File: config.mk
export PLATFORM = sky130hd
export DESIGN_NAME = deque_with_remove_by_key
export DESIGN_NICKNAME = d
export VERILOG_FILES = /design/src/rtl/core/dqrk_pkg.sv /design/src/rtl/core/dqrk_cell.sv /design/src/rtl/core/deque_with_remove_by_key.sv
export SDC_FILE = /design/constraint.sdc
export NUM_CORES = 1
export LEC_CHECK = 0
export BUFFER_PORTS_ARGS = -buffer_cell sky130_fd_sc_hd__buf_2
export CORE_UTILIZATION = 55
export DETAILED_ROUTE_END_ITERATION = 8
export GPL_ROUTABILITY_DRIVEN = 1
export PLACE_DENSITY = 0.72
export SLEW_MARGIN = 40
export SYNTH_ARGS = -nofsm -noshare
export SYNTH_HDL_FRONTEND = slang
export SYNTH_SLANG_ARGS = --single-unit
File: constraint.sdc
create_clock -name clk -period 5.1 [get_ports clk]
set_clock_uncertainty 0.05 [all_clocks]
set_input_delay 0.255 -clock clk [delete_from_list [all_inputs] [get_ports clk]]
set_output_delay 0.255 -clock clk [all_outputs]
set_load 0.01 [all_outputs]
File: src/rtl/core/dqrk_pkg.sv
// shared types and constants for the tag deque with remove-by-key
package dqrk_pkg;

  localparam int QUEUE_DEPTH_DEF = 16;
  localparam int TAG_BITS_DEF    = 16;

  // stream field layout
  localparam int OP_W     = 2;
  localparam int FTAG_W   = 16;
  localparam int STATUS_W = 2;
  localparam int OCC_W    = 5;

  localparam int IN_OP_LSB   = 0;
  localparam int IN_TAG_LSB  = IN_OP_LSB + OP_W;
  localparam int IN_BITS     = IN_TAG_LSB + FTAG_W;
  localparam int IN_TDATA_W  = ((IN_BITS + 7) / 8) * 8;

  localparam int OUT_ST_LSB  = 0;
  localparam int OUT_TAG_LSB = OUT_ST_LSB + STATUS_W;
  localparam int OUT_OCC_LSB = OUT_TAG_LSB + FTAG_W;
  localparam int OUT_BITS    = OUT_OCC_LSB + OCC_W;
  localparam int OUT_TDATA_W = ((OUT_BITS + 7) / 8) * 8;

  typedef enum logic [OP_W-1:0] {
    OP_ENQ  = 2'd0,
    OP_PUSH = 2'd1,
    OP_DEQ  = 2'd2,
    OP_REM  = 2'd3
  } op_t;

  typedef enum logic [STATUS_W-1:0] {
    ST_OK       = 2'd0,
    ST_EMPTY    = 2'd1,
    ST_FULL     = 2'd2,
    ST_NOTFOUND = 2'd3
  } status_t;

  // command broadcast to every cell of the chain
  typedef struct packed {
    logic go;
    op_t  op;
  } cell_cmd_t;

endpackage

File: src/rtl/core/dqrk_cell.sv
// one slot of the tag chain: holds a tag and its valid bit, shifts toward either neighbor
module dqrk_cell #(
  parameter int TAG_BITS = dqrk_pkg::TAG_BITS_DEF
) (
  input  logic                clk,
  input  logic                rst_n,
  input  dqrk_pkg::cell_cmd_t cmd,
  input  logic [TAG_BITS-1:0] key,
  input  logic                left_valid,
  input  logic [TAG_BITS-1:0] left_tag,
  input  logic                right_valid,
  input  logic [TAG_BITS-1:0] right_tag,
  input  logic                found_in,
  output logic                valid,
  output logic [TAG_BITS-1:0] tag,
  output logic                found_out
);
  import dqrk_pkg::*;

  logic                valid_r, valid_nxt;
  logic [TAG_BITS-1:0] tag_r, tag_nxt;
  logic                load;
  logic                match;

  assign match     = valid_r && (tag_r == key);
  assign found_out = found_in || match;

  always_comb begin
    load      = 1'b0;
    valid_nxt = valid_r;
    tag_nxt   = tag_r;
    unique case (cmd.op)
      OP_ENQ: begin
        // first empty slot after the tail takes the new tag
        if (cmd.go && !valid_r && left_valid) begin
          load      = 1'b1;
          valid_nxt = 1'b1;
          tag_nxt   = key;
        end
      end
      OP_PUSH: begin
        if (cmd.go) begin
          load      = 1'b1;
          valid_nxt = left_valid;
          tag_nxt   = left_tag;
        end
      end
      OP_DEQ: begin
        if (cmd.go) begin
          load      = 1'b1;
          valid_nxt = right_valid;
          tag_nxt   = right_tag;
        end
      end
      OP_REM: begin
        // at and behind the first match the chain closes the gap
        if (cmd.go && found_out) begin
          load      = 1'b1;
          valid_nxt = right_valid;
          tag_nxt   = right_tag;
        end
      end
    endcase
  end

  always_ff @(posedge clk) begin
    if (!rst_n) begin
      valid_r <= 1'b0;
    end else if (load) begin
      valid_r <= valid_nxt;
    end
  end

  always_ff @(posedge clk) begin
    if (load) begin
      tag_r <= tag_nxt;
    end
  end

  assign valid = valid_r;
  assign tag   = tag_r;

endmodule

File: src/rtl/core/deque_with_remove_by_key.sv
// top level of the tag deque: cell chain, occupancy count and result register
// one request per cycle while out_tready is high; result is valid the cycle after
// every operation, remove included, finishes in the cycle that the cell chain
// updates, the first-match search rippling through the cells in that cycle
// reset: rst_n synchronous active low clears the cell valid bits, count and result valid
// stored tags have no reset; an empty slot is never read
module deque_with_remove_by_key #(
  parameter int QUEUE_DEPTH = dqrk_pkg::QUEUE_DEPTH_DEF,
  parameter int TAG_BITS    = dqrk_pkg::TAG_BITS_DEF
) (
  input  logic                             clk,
  input  logic                             rst_n,
  input  logic                             in_tvalid,
  output logic                             in_tready,
  input  logic [dqrk_pkg::IN_TDATA_W-1:0]  in_tdata,   // operation, entry_tag
  output logic                             out_tvalid,
  input  logic                             out_tready,
  output logic [dqrk_pkg::OUT_TDATA_W-1:0] out_tdata   // status, head_tag, occupancy
);
  import dqrk_pkg::*;

  localparam int CNT_W = $clog2(QUEUE_DEPTH + 1);

  // request decode
  logic                in_fire;
  op_t                 req_op;
  logic [TAG_BITS-1:0] req_key;

  // chain links; the found chain has one position more than there are cells
  logic [QUEUE_DEPTH-1:0] cell_valid;
  logic [TAG_BITS-1:0]    cell_tag [QUEUE_DEPTH];
  logic [QUEUE_DEPTH:0]   found_chain;

  logic      q_full, q_empty, tag_found;
  cell_cmd_t cmd;

  logic [CNT_W-1:0]    count_r, count_nxt;
  status_t             status;
  logic [TAG_BITS-1:0] taken;
  logic                ok;

  logic                   out_valid_r, out_valid_nxt;
  logic [OUT_TDATA_W-1:0] out_data_r, out_data_nxt;

  // a new request is taken whenever the result register is free or draining
  assign in_tready = !out_valid_r || out_tready;
  assign in_fire   = in_tvalid && in_tready;
  assign req_op    = op_t'(in_tdata[IN_OP_LSB +: OP_W]);
  assign req_key   = TAG_BITS'(in_tdata[IN_TAG_LSB +: FTAG_W]);

  // valid bits form a thermometer from the head
  assign q_full    = cell_valid[QUEUE_DEPTH-1];
  assign q_empty   = !cell_valid[0];
  assign tag_found = found_chain[QUEUE_DEPTH];

  assign found_chain[0] = 1'b0;

  for (genvar i = 0; i < QUEUE_DEPTH; i++) begin : g_cell
    logic                lv, rv;
    logic [TAG_BITS-1:0] lt, rt;

    if (i == 0) begin : g_head
      // head cell sees the incoming tag as its left neighbor for push-front
      assign lv = 1'b1;
      assign lt = req_key;
    end else begin : g_mid
      assign lv = cell_valid[i-1];
      assign lt = cell_tag[i-1];
    end

    if (i == QUEUE_DEPTH - 1) begin : g_tail
      assign rv = 1'b0;
      assign rt = '0;
    end else begin : g_body
      assign rv = cell_valid[i+1];
      assign rt = cell_tag[i+1];
    end

    dqrk_cell #(
      .TAG_BITS (TAG_BITS)
    ) u_cell (
      .clk         (clk),
      .rst_n       (rst_n),
      .cmd         (cmd),
      .key         (req_key),
      .left_valid  (lv),
      .left_tag    (lt),
      .right_valid (rv),
      .right_tag   (rt),
      .found_in    (found_chain[i]),
      .valid       (cell_valid[i]),
      .tag         (cell_tag[i]),
      .found_out   (found_chain[i+1])
    );
  end

  // status, taken tag and new count for the request at the port
  always_comb begin
    status    = ST_OK;
    taken     = '0;
    ok        = 1'b0;
    count_nxt = count_r;
    unique case (req_op)
      OP_ENQ, OP_PUSH: begin
        if (q_full) begin
          status = ST_FULL;
        end else begin
          ok        = 1'b1;
          count_nxt = count_r + CNT_W'(1);
        end
      end
      OP_DEQ: begin
        if (q_empty) begin
          status = ST_EMPTY;
        end else begin
          ok        = 1'b1;
          taken     = cell_tag[0];
          count_nxt = count_r - CNT_W'(1);
        end
      end
      OP_REM: begin
        if (q_empty) begin
          status = ST_EMPTY;
        end else if (!tag_found) begin
          status = ST_NOTFOUND;
        end else begin
          ok        = 1'b1;
          count_nxt = count_r - CNT_W'(1);
        end
      end
    endcase
  end

  // go bit above the operation code
  assign cmd = {in_fire && ok, req_op};

  // result register, packed low field first
  always_comb begin
    out_valid_nxt = out_valid_r;
    out_data_nxt  = out_data_r;
    if (out_valid_r && out_tready) begin
      out_valid_nxt = 1'b0;
    end
    if (in_fire) begin
      out_valid_nxt                             = 1'b1;
      out_data_nxt                              = '0;
      out_data_nxt[OUT_ST_LSB +: STATUS_W]      = status;
      out_data_nxt[OUT_TAG_LSB +: FTAG_W]       = FTAG_W'(taken);
      out_data_nxt[OUT_OCC_LSB +: OCC_W]        = OCC_W'(count_nxt);
    end
  end

  always_ff @(posedge clk) begin
    if (!rst_n) begin
      count_r     <= '0;
      out_valid_r <= 1'b0;
    end else begin
      if (in_fire) begin
        count_r <= count_nxt;
      end
      out_valid_r <= out_valid_nxt;
    end
  end

  always_ff @(posedge clk) begin
    out_data_r <= out_data_nxt;
  end

  assign out_tvalid = out_valid_r;
  assign out_tdata  = out_data_r;

  // count tracks the number of valid cells
  a_count_matches_cells: assert property (
    @(posedge clk) disable iff (!rst_n)
    $countones(cell_valid) == int'(count_r)
  ) else $error("occupancy count differs from valid cells");

  // valid cells stay packed against the head
  a_cells_packed: assert property (
    @(posedge clk) disable iff (!rst_n)
    (cell_valid & (cell_valid + 1'b1)) == '0
  ) else $error("gap in the cell chain");

  // a dequeue of a non-empty queue drops the count by one
  a_deq_count: assert property (
    @(posedge clk) disable iff (!rst_n)
    (in_fire && req_op == OP_DEQ && !q_empty) |=> (count_r == $past(count_r) - CNT_W'(1))
  ) else $error("dequeue did not decrement the count");

endmodule
==> Yosys cells after proc, flatten, opt, wreduce, memory -nomap -nowiden <==
Index checks and enable logic that the tools add are counted.
{ "classes": {"n_addsub": 2, "n_eq_ne": 53, "mux": 198, "reduce_logical": 120} }
{ "op_table": {"columns": ["cell", "n"], "rows": [
  ["$pmux W16 S4", 16],
  ["$mux W16", 50],
  ["$eq A16 B16 Y1", 16],
  ["$mux W1", 90],
  ["$reduce_and A5 Y1", 16],
  ["$ne A2 B1 Y1 const B", 34],
  ["$logic_and A1 B1 Y1", 66],
  ["$pmux W1 S4", 16],
  ["$pmux W1 S3", 17],
  ["$mux W5", 4],
  ["$logic_not A1 Y1", 17],
  ["$logic_or A1 B1 Y1", 16],
  ["$pmux W5 S3", 1],
  ["$mux W2", 3],
  ["$pmux W2 S3", 1],
  ["$add A5 B1 Y5 const B", 1],
  ["$sub A5 B1 Y5 const B", 1],
  ["$eq A2 B2 Y1 const B", 2],
  ["$reduce_or A2 Y1", 2],
  ["$eq A2 B1 Y1 const B", 1],
  ["$logic_not A2 Y1", 1],
  ["$reduce_and A2 Y1", 1],
  ["$reduce_bool A2 Y1", 1]
]} }
{ "word_totals": {"regBits": 301, "elab_cells": 409} }

==> Longest topological paths before layout <==
{ "depth": {"depth_word": 26, "ltp_mapped": 12, "ltp_nobuf": 11} }

==> Hierarchy <==
From an unflattened synthesis, not the netlist that was laid out.
{ "hier_totals": {"cells_unflattened": 2003, "hier_area_um2": 19737.7} }
{ "by_module_without_submodules": {"columns": ["module", "instances", "cells_per_inst", "area_per_inst_um2", "seq_area_each_um2"], "rows": [
  ["dqrk_cell (g_cell[14].u_cell ...)", 11, 119, 1156.1, 500.5],
  ["dqrk_cell (g_cell[12].u_cell ...)", 2, 120, 1154.9, 500.5],
  ["dqrk_cell (g_cell[0].u_cell ...)", 2, 118, 1152.4, 500.5],
  ["deque_with_remove_by_key", 1, 100, 1255.0, 810.8],
  ["dqrk_cell (g_cell[10].u_cell)", 1, 118, 1151.1, 500.5]
]} }

==> Worst setup path after synthesis <==
OpenSTA, ideal clock, no wires.
{ "synth_path": {"path_type": "reg2reg", "start": "register g_cell[11].u_cell.tag_r[3]", "end": "register g_cell[7].u_cell.tag_r[0], enable pin", "setup_ns": 0.409, "arrival_time_ns": 3.231, "required_ns": 4.641, "path_slack_ns": 1.410, "stages_incl_launch_ff": 10, "path_cell_list": "edfxtp_1 -> xor2_1 -> nor4_1 -> nand4_1 -> o32ai_2 -> a2111oi_4 -> a41oi_4 -> a21oi_2 -> nand2b_1 -> nor3_1"} }
{ "synth_via": {"elab_chain_cells": 16} }
{ "synth_rtl": {"columns": ["item", "line", "rtl"], "rows": [
  ["start: declaration", "dqrk_cell.sv:21", "logic [TAG_BITS-1:0] tag_r, tag_nxt;"],
  ["start signal: assignment", "dqrk_cell.sv:76", "tag_r <= tag_nxt;"],
  ["$eq A16 B16 Y1 (*)", "dqrk_cell.sv:25", "assign match = valid_r && (tag_r == key);"],
  ["$logic_and A1 B1 Y1 (*)", "dqrk_cell.sv:25", null],
  ["$logic_or A1 B1 Y1 (*) (5 in a row)", "dqrk_cell.sv:26", "assign found_out = found_in || match;"],
  ["$mux W1 (*)", "deque_with_remove_by_key.sv:124", "end else if (!tag_found) begin"],
  ["$mux W1 (*)", "deque_with_remove_by_key.sv:122", "if (q_empty) begin"],
  ["$pmux W1 S3 (*)", "deque_with_remove_by_key.sv:103", "unique case (req_op)"],
  ["$logic_and A1 B1 Y1 (*)", "deque_with_remove_by_key.sv:135", "assign cmd = {in_fire && ok, req_op};"],
  ["$logic_and A1 B1 Y1 (2 in a row)", "dqrk_cell.sv:35", "if (cmd.go && !valid_r && left_valid) begin"],
  ["$mux W1", "dqrk_cell.sv:35", null],
  ["$pmux W1 S3", "dqrk_cell.sv:32", "unique case (cmd.op)"],
  ["$reduce_and A5 Y1 (no source line) (*)", null, null],
  ["end signal: assignment", "dqrk_cell.sv:76", null],
  ["end: declaration", "dqrk_cell.sv:21", null]
]} }
Every way passes the cells marked *; elsewhere a longest branch is shown, timed or not.
A chain may end at the register's enable or synchronous reset.

==> Final worst setup path <==
{ "layout_path": {"start": "register g_cell[15].u_cell.tag_r[0]", "end": "register g_cell[8].u_cell.tag_r[6], enable pin"} }
{ "layout_via": {"elab_chain_cells": 12} }
{ "layout_rtl": {"columns": ["item", "line"], "rows": [
  ["start: declaration", "dqrk_cell.sv:21"],
  ["start signal: assignment", "dqrk_cell.sv:76"],
  ["$eq A16 B16 Y1 (*)", "dqrk_cell.sv:25"],
  ["$logic_and A1 B1 Y1 (*)", "dqrk_cell.sv:25"],
  ["$logic_or A1 B1 Y1 (*)", "dqrk_cell.sv:26"],
  ["$mux W1 (*)", "deque_with_remove_by_key.sv:124"],
  ["$mux W1 (*)", "deque_with_remove_by_key.sv:122"],
  ["$pmux W1 S3 (*)", "deque_with_remove_by_key.sv:103"],
  ["$logic_and A1 B1 Y1 (*)", "deque_with_remove_by_key.sv:135"],
  ["$logic_and A1 B1 Y1 (2 in a row)", "dqrk_cell.sv:35"],
  ["$mux W1", "dqrk_cell.sv:35"],
  ["$pmux W1 S3", "dqrk_cell.sv:32"],
  ["$reduce_and A5 Y1 (no source line) (*)", null],
  ["end signal: assignment", "dqrk_cell.sv:76"],
  ["end: declaration", "dqrk_cell.sv:21"]
]} }
Marks and branches as above.

==> impl_results.md <==
* Outcome: finished clean
* Number of H-tree levels at 2
* Static Leak at roughly 0.0065 µW
* CP arrival at 3.86 ns
* Worst slew margin at 0.414
* Clock Path Buffers at 3
* Largest net degree at the start of global routing at 130
* Die area at approximately 31000 µm²
* RD Place Congestion at between 0.9 and 1
* Initial core utilization at 0.562
* Setup TNS at 0 ns
* Synth top area share at 0.499
* Fin crit period at between 3 and 4 ns
* Vias at 12600
* Top post-synthesis cells by area: edfxtp_1 (50%), a221o_1 (14%), xor2_1 (11%)
* CTS Buf Count at 34
* Tot Pwr at 6120 µW
* Ys flop type: edfxtp_1
* Worst path cell trace: xor2_1 > nor4_1 > nand4_1 > o32ai_2 > nor4_4 > a31oi_4 > o21ai_2 > nand3b_1 > inv_1
* CTS tree: built
* RSZ-0062 raised after global routing: false
* Reg2Reg Depth at 9
* Clock Tree Root: clkbuf_16
* Ys Warns at 0
* Cell Pwr Density at between 300 and 400 nW/µm²
* CTS sink cnt at roughly 300
* Number of global-route vias before repair at approximately 12000
* Fin. Hold Viols at 0
* Final Util at 0.606
* Period utilisation layout at 0.742
* Number of routed nets with antenna violations at 0
* Critical path depth in cells at 9
* Die height at approximately 180 µm
* Layout Nets at 1375
* Row count at between 60 and 70
* Worst stage delay on the critical path at 0.57 ns
* Post-synth EDFFs at ~280
* Crit Path Class: flop to flop
* Buffers added on ports at 46
* Global-route wire length before repair at roughly 75000 µm
* Worst-path clk slew at 0.06 ns
* Routed vias/inst at roughly 7
* Final slew viol count at 0
* Core Region at between 20000 and 30000 µm²
* Detailed-placement wirelength estimate at 32700 µm
* Pre-CTS setup slack at approximately 1.1 ns
* Post-synthesis async set-or-reset flop share at 0
* Commonest non-fill, non-tap cell in the layout: edfxtp_1
* Worst Path Required at 5.18 ns
* Syn Nets at around 1400
* WL/cell at approximately 28 µm
* WL final at around 50000 µm
* ANT cells at 0
* Met2 Use GR at 0.477
* Layout cell share with drive strength beyond 1 at 0.115
* I/O pin cnt at 54
* Post-synthesis sequential area ratio at 0.525
* Mapped cell area at roughly 17000 µm²
* Worst-path maximum fanout at 16
* First DRT Iteration DRCs at ~1800
* Die Wd at between 150 and 200 µm
* Final setup fails at 0
* Grt total ovfl at 0
* Design area at about 18000 µm²
* Pin slew with the least headroom to its limit at between 0.8 and 0.9 ns
* Fmax at around 0.26 GHz
* Area Growth Syn to Fin at 7.71%
* Hold path cells at 3
* Initial antenna violation count at 0
* HP Class: input pin to flop
* Synth cell types at 64
* Met3 usage at 0.0588
* Grt met1 use at 0.469
* #FFs+latches synth at between 300 and 400
* Final worst setup slack at 1.32 ns
* Commonest non-fill, non-tap cells in the layout: edfxtp_1 (279), a221o_1 (227), xor2_1 (206)
* Crit path max-delay cell type: inv_1
* GRT Max-Usage Layer: met2
* Placed Area at 17100 µm²
* DRC at 0
* DRT Pass-1 Iters at 6
* Worst-Skew Late Latency at 0.52 ns
* Synth area leader: edfxtp_1
* Buf+Inv Stages, Crit Path at 1
* # resized after CTS at 0
* Crit. End Element: flop
* Delay-heaviest family, CP: simple AND/OR/NAND/NOR gates
* Max-cap violations at 0
* Total Routing Usage GR at 0.322
* Cells after Synth at between 1000 and 1500
* Maximum VDD drop at about 230 µV
* CP startpoint kind: flop
* Avg Synthesized Cell Area at approximately 12 µm²
==> where the power goes <==
group          total, µW  switching (µW)  internal, µW  leakage, µW
Sequential          3020             138          2890      0.00278
Combinational        853             523           329      0.00319
Clock               2240             988          1250     0.000482
==> state kept, by name, indices dropped and copies added, names as in the netlist <==
name                 cells
g_cell.u_cell.valid     16
out_tvalid               1
out_tdata               23
count_r                  5
g_cell.u_cell.tag      256
==> routing by layer <==
metal  wire, µm  part of all wire
met5          0                 0
met4       1800             0.036
met3       5870              0.12
met2      21900              0.44
met1      20300              0.41
==> synth_stat cells (3+ instances only) <==
cell      instances
edfxtp_1        279
a221o_1         227
xor2_1          206
clkbuf_1         99
nand2_1          80
xnor2_1          50
nor4_1           42
buf_6            32
o21ai_0          29
a21oi_1          27
nor2_1           26
nand4_1          25
a21o_1           23
inv_1            23
nor3_1           23
dfxtp_1          22
and3_1           20
and2_1           17
nand3_1          11
buf_1             8
a22oi_1           7
ha_1              6
o211ai_1          5
o221a_1           5
a211oi_1          4
mux2i_1           4
o32ai_2           4
a31oi_1           3
clkinv_1          3
nand3b_1          3
nor3_2            3
o31ai_1           3
==> what timing repair did <==
item                                   4_1_cts  5_1_grt
hold buffers                                 1        0
endpoints found under the hold margin        1        0
setup buffers                                0        0
==> worst paths after layout <==
path | startpoint | to | slack (ns)
worst min-delay path | out_tready | out_tvalid | 0.02
worst max register to register | g_cell[15].u_cell.tag[0] | g_cell[8].u_cell.tag[6] | 1.32
worst min register to register | g_cell[13].u_cell.valid | g_cell[13].u_cell.valid | 0.47
worst max-delay path | g_cell[15].u_cell.tag[0] | g_cell[8].u_cell.tag[6] | 1.32
==> cells by family (layout without fill, tap and decap cells) <==
| logic type | Yosys count | count (layout) | synth area share |
|---|---|---|---|
| other | 1 | 1 | 0.000223 |
| AOI/OAI and AO/OA | 370 | 370 | 0.201 |
| DFF | 301 | 301 | 0.525 |
| xor gates and xnor gates | 256 | 256 | 0.133 |
| muxes | 4 | 4 | 0.00238 |
| and+or+nand+nor | 262 | 262 | 0.0814 |
| adders and majority gates | 6 | 6 | 0.00447 |
| buffers and inverters | 167 | 161 | 0.0521 |
==> through the flow <==
| stage | hold slack, ns | cells |
|---|---|---|
| 6_report | 0.0230 | 1751 |
| 2_1_floorplan | 0.334 | 1367 |
| 5_1_grt | 0.0482 | 1751 |
| 3_3_place_gp | 0.438 | 1691 |
| 3_5_place_dp | 0.452 | 1694 |
| 4_1_cts | 0.0120 | 1751 |
==> area by class of cell <==
| class | instances | area (µm²) |
|---|---|---|
| Fill cell | 2384 | 11800 |
| Sequential cell | 301 | 8820 |
| Multi-Input combinational cell | 899 | 7160 |
| Clock buffer | 42 | 902 |
| Timing Repair Buffer | 79 | 546 |
| Tap cell | 390 | 488 |
| Inverter | 26 | 97.6 |
| Clock inverter | 14 | 82.6 |
==> tightest hold or removal path, delay by kind of cell <==
kind | cells | cell delay (ns)
buf+inv | 1 | 0.07
compound gates | 1 | 0.08
simple gates | 1 | 0.13
(Power assumes the default switching activity.)
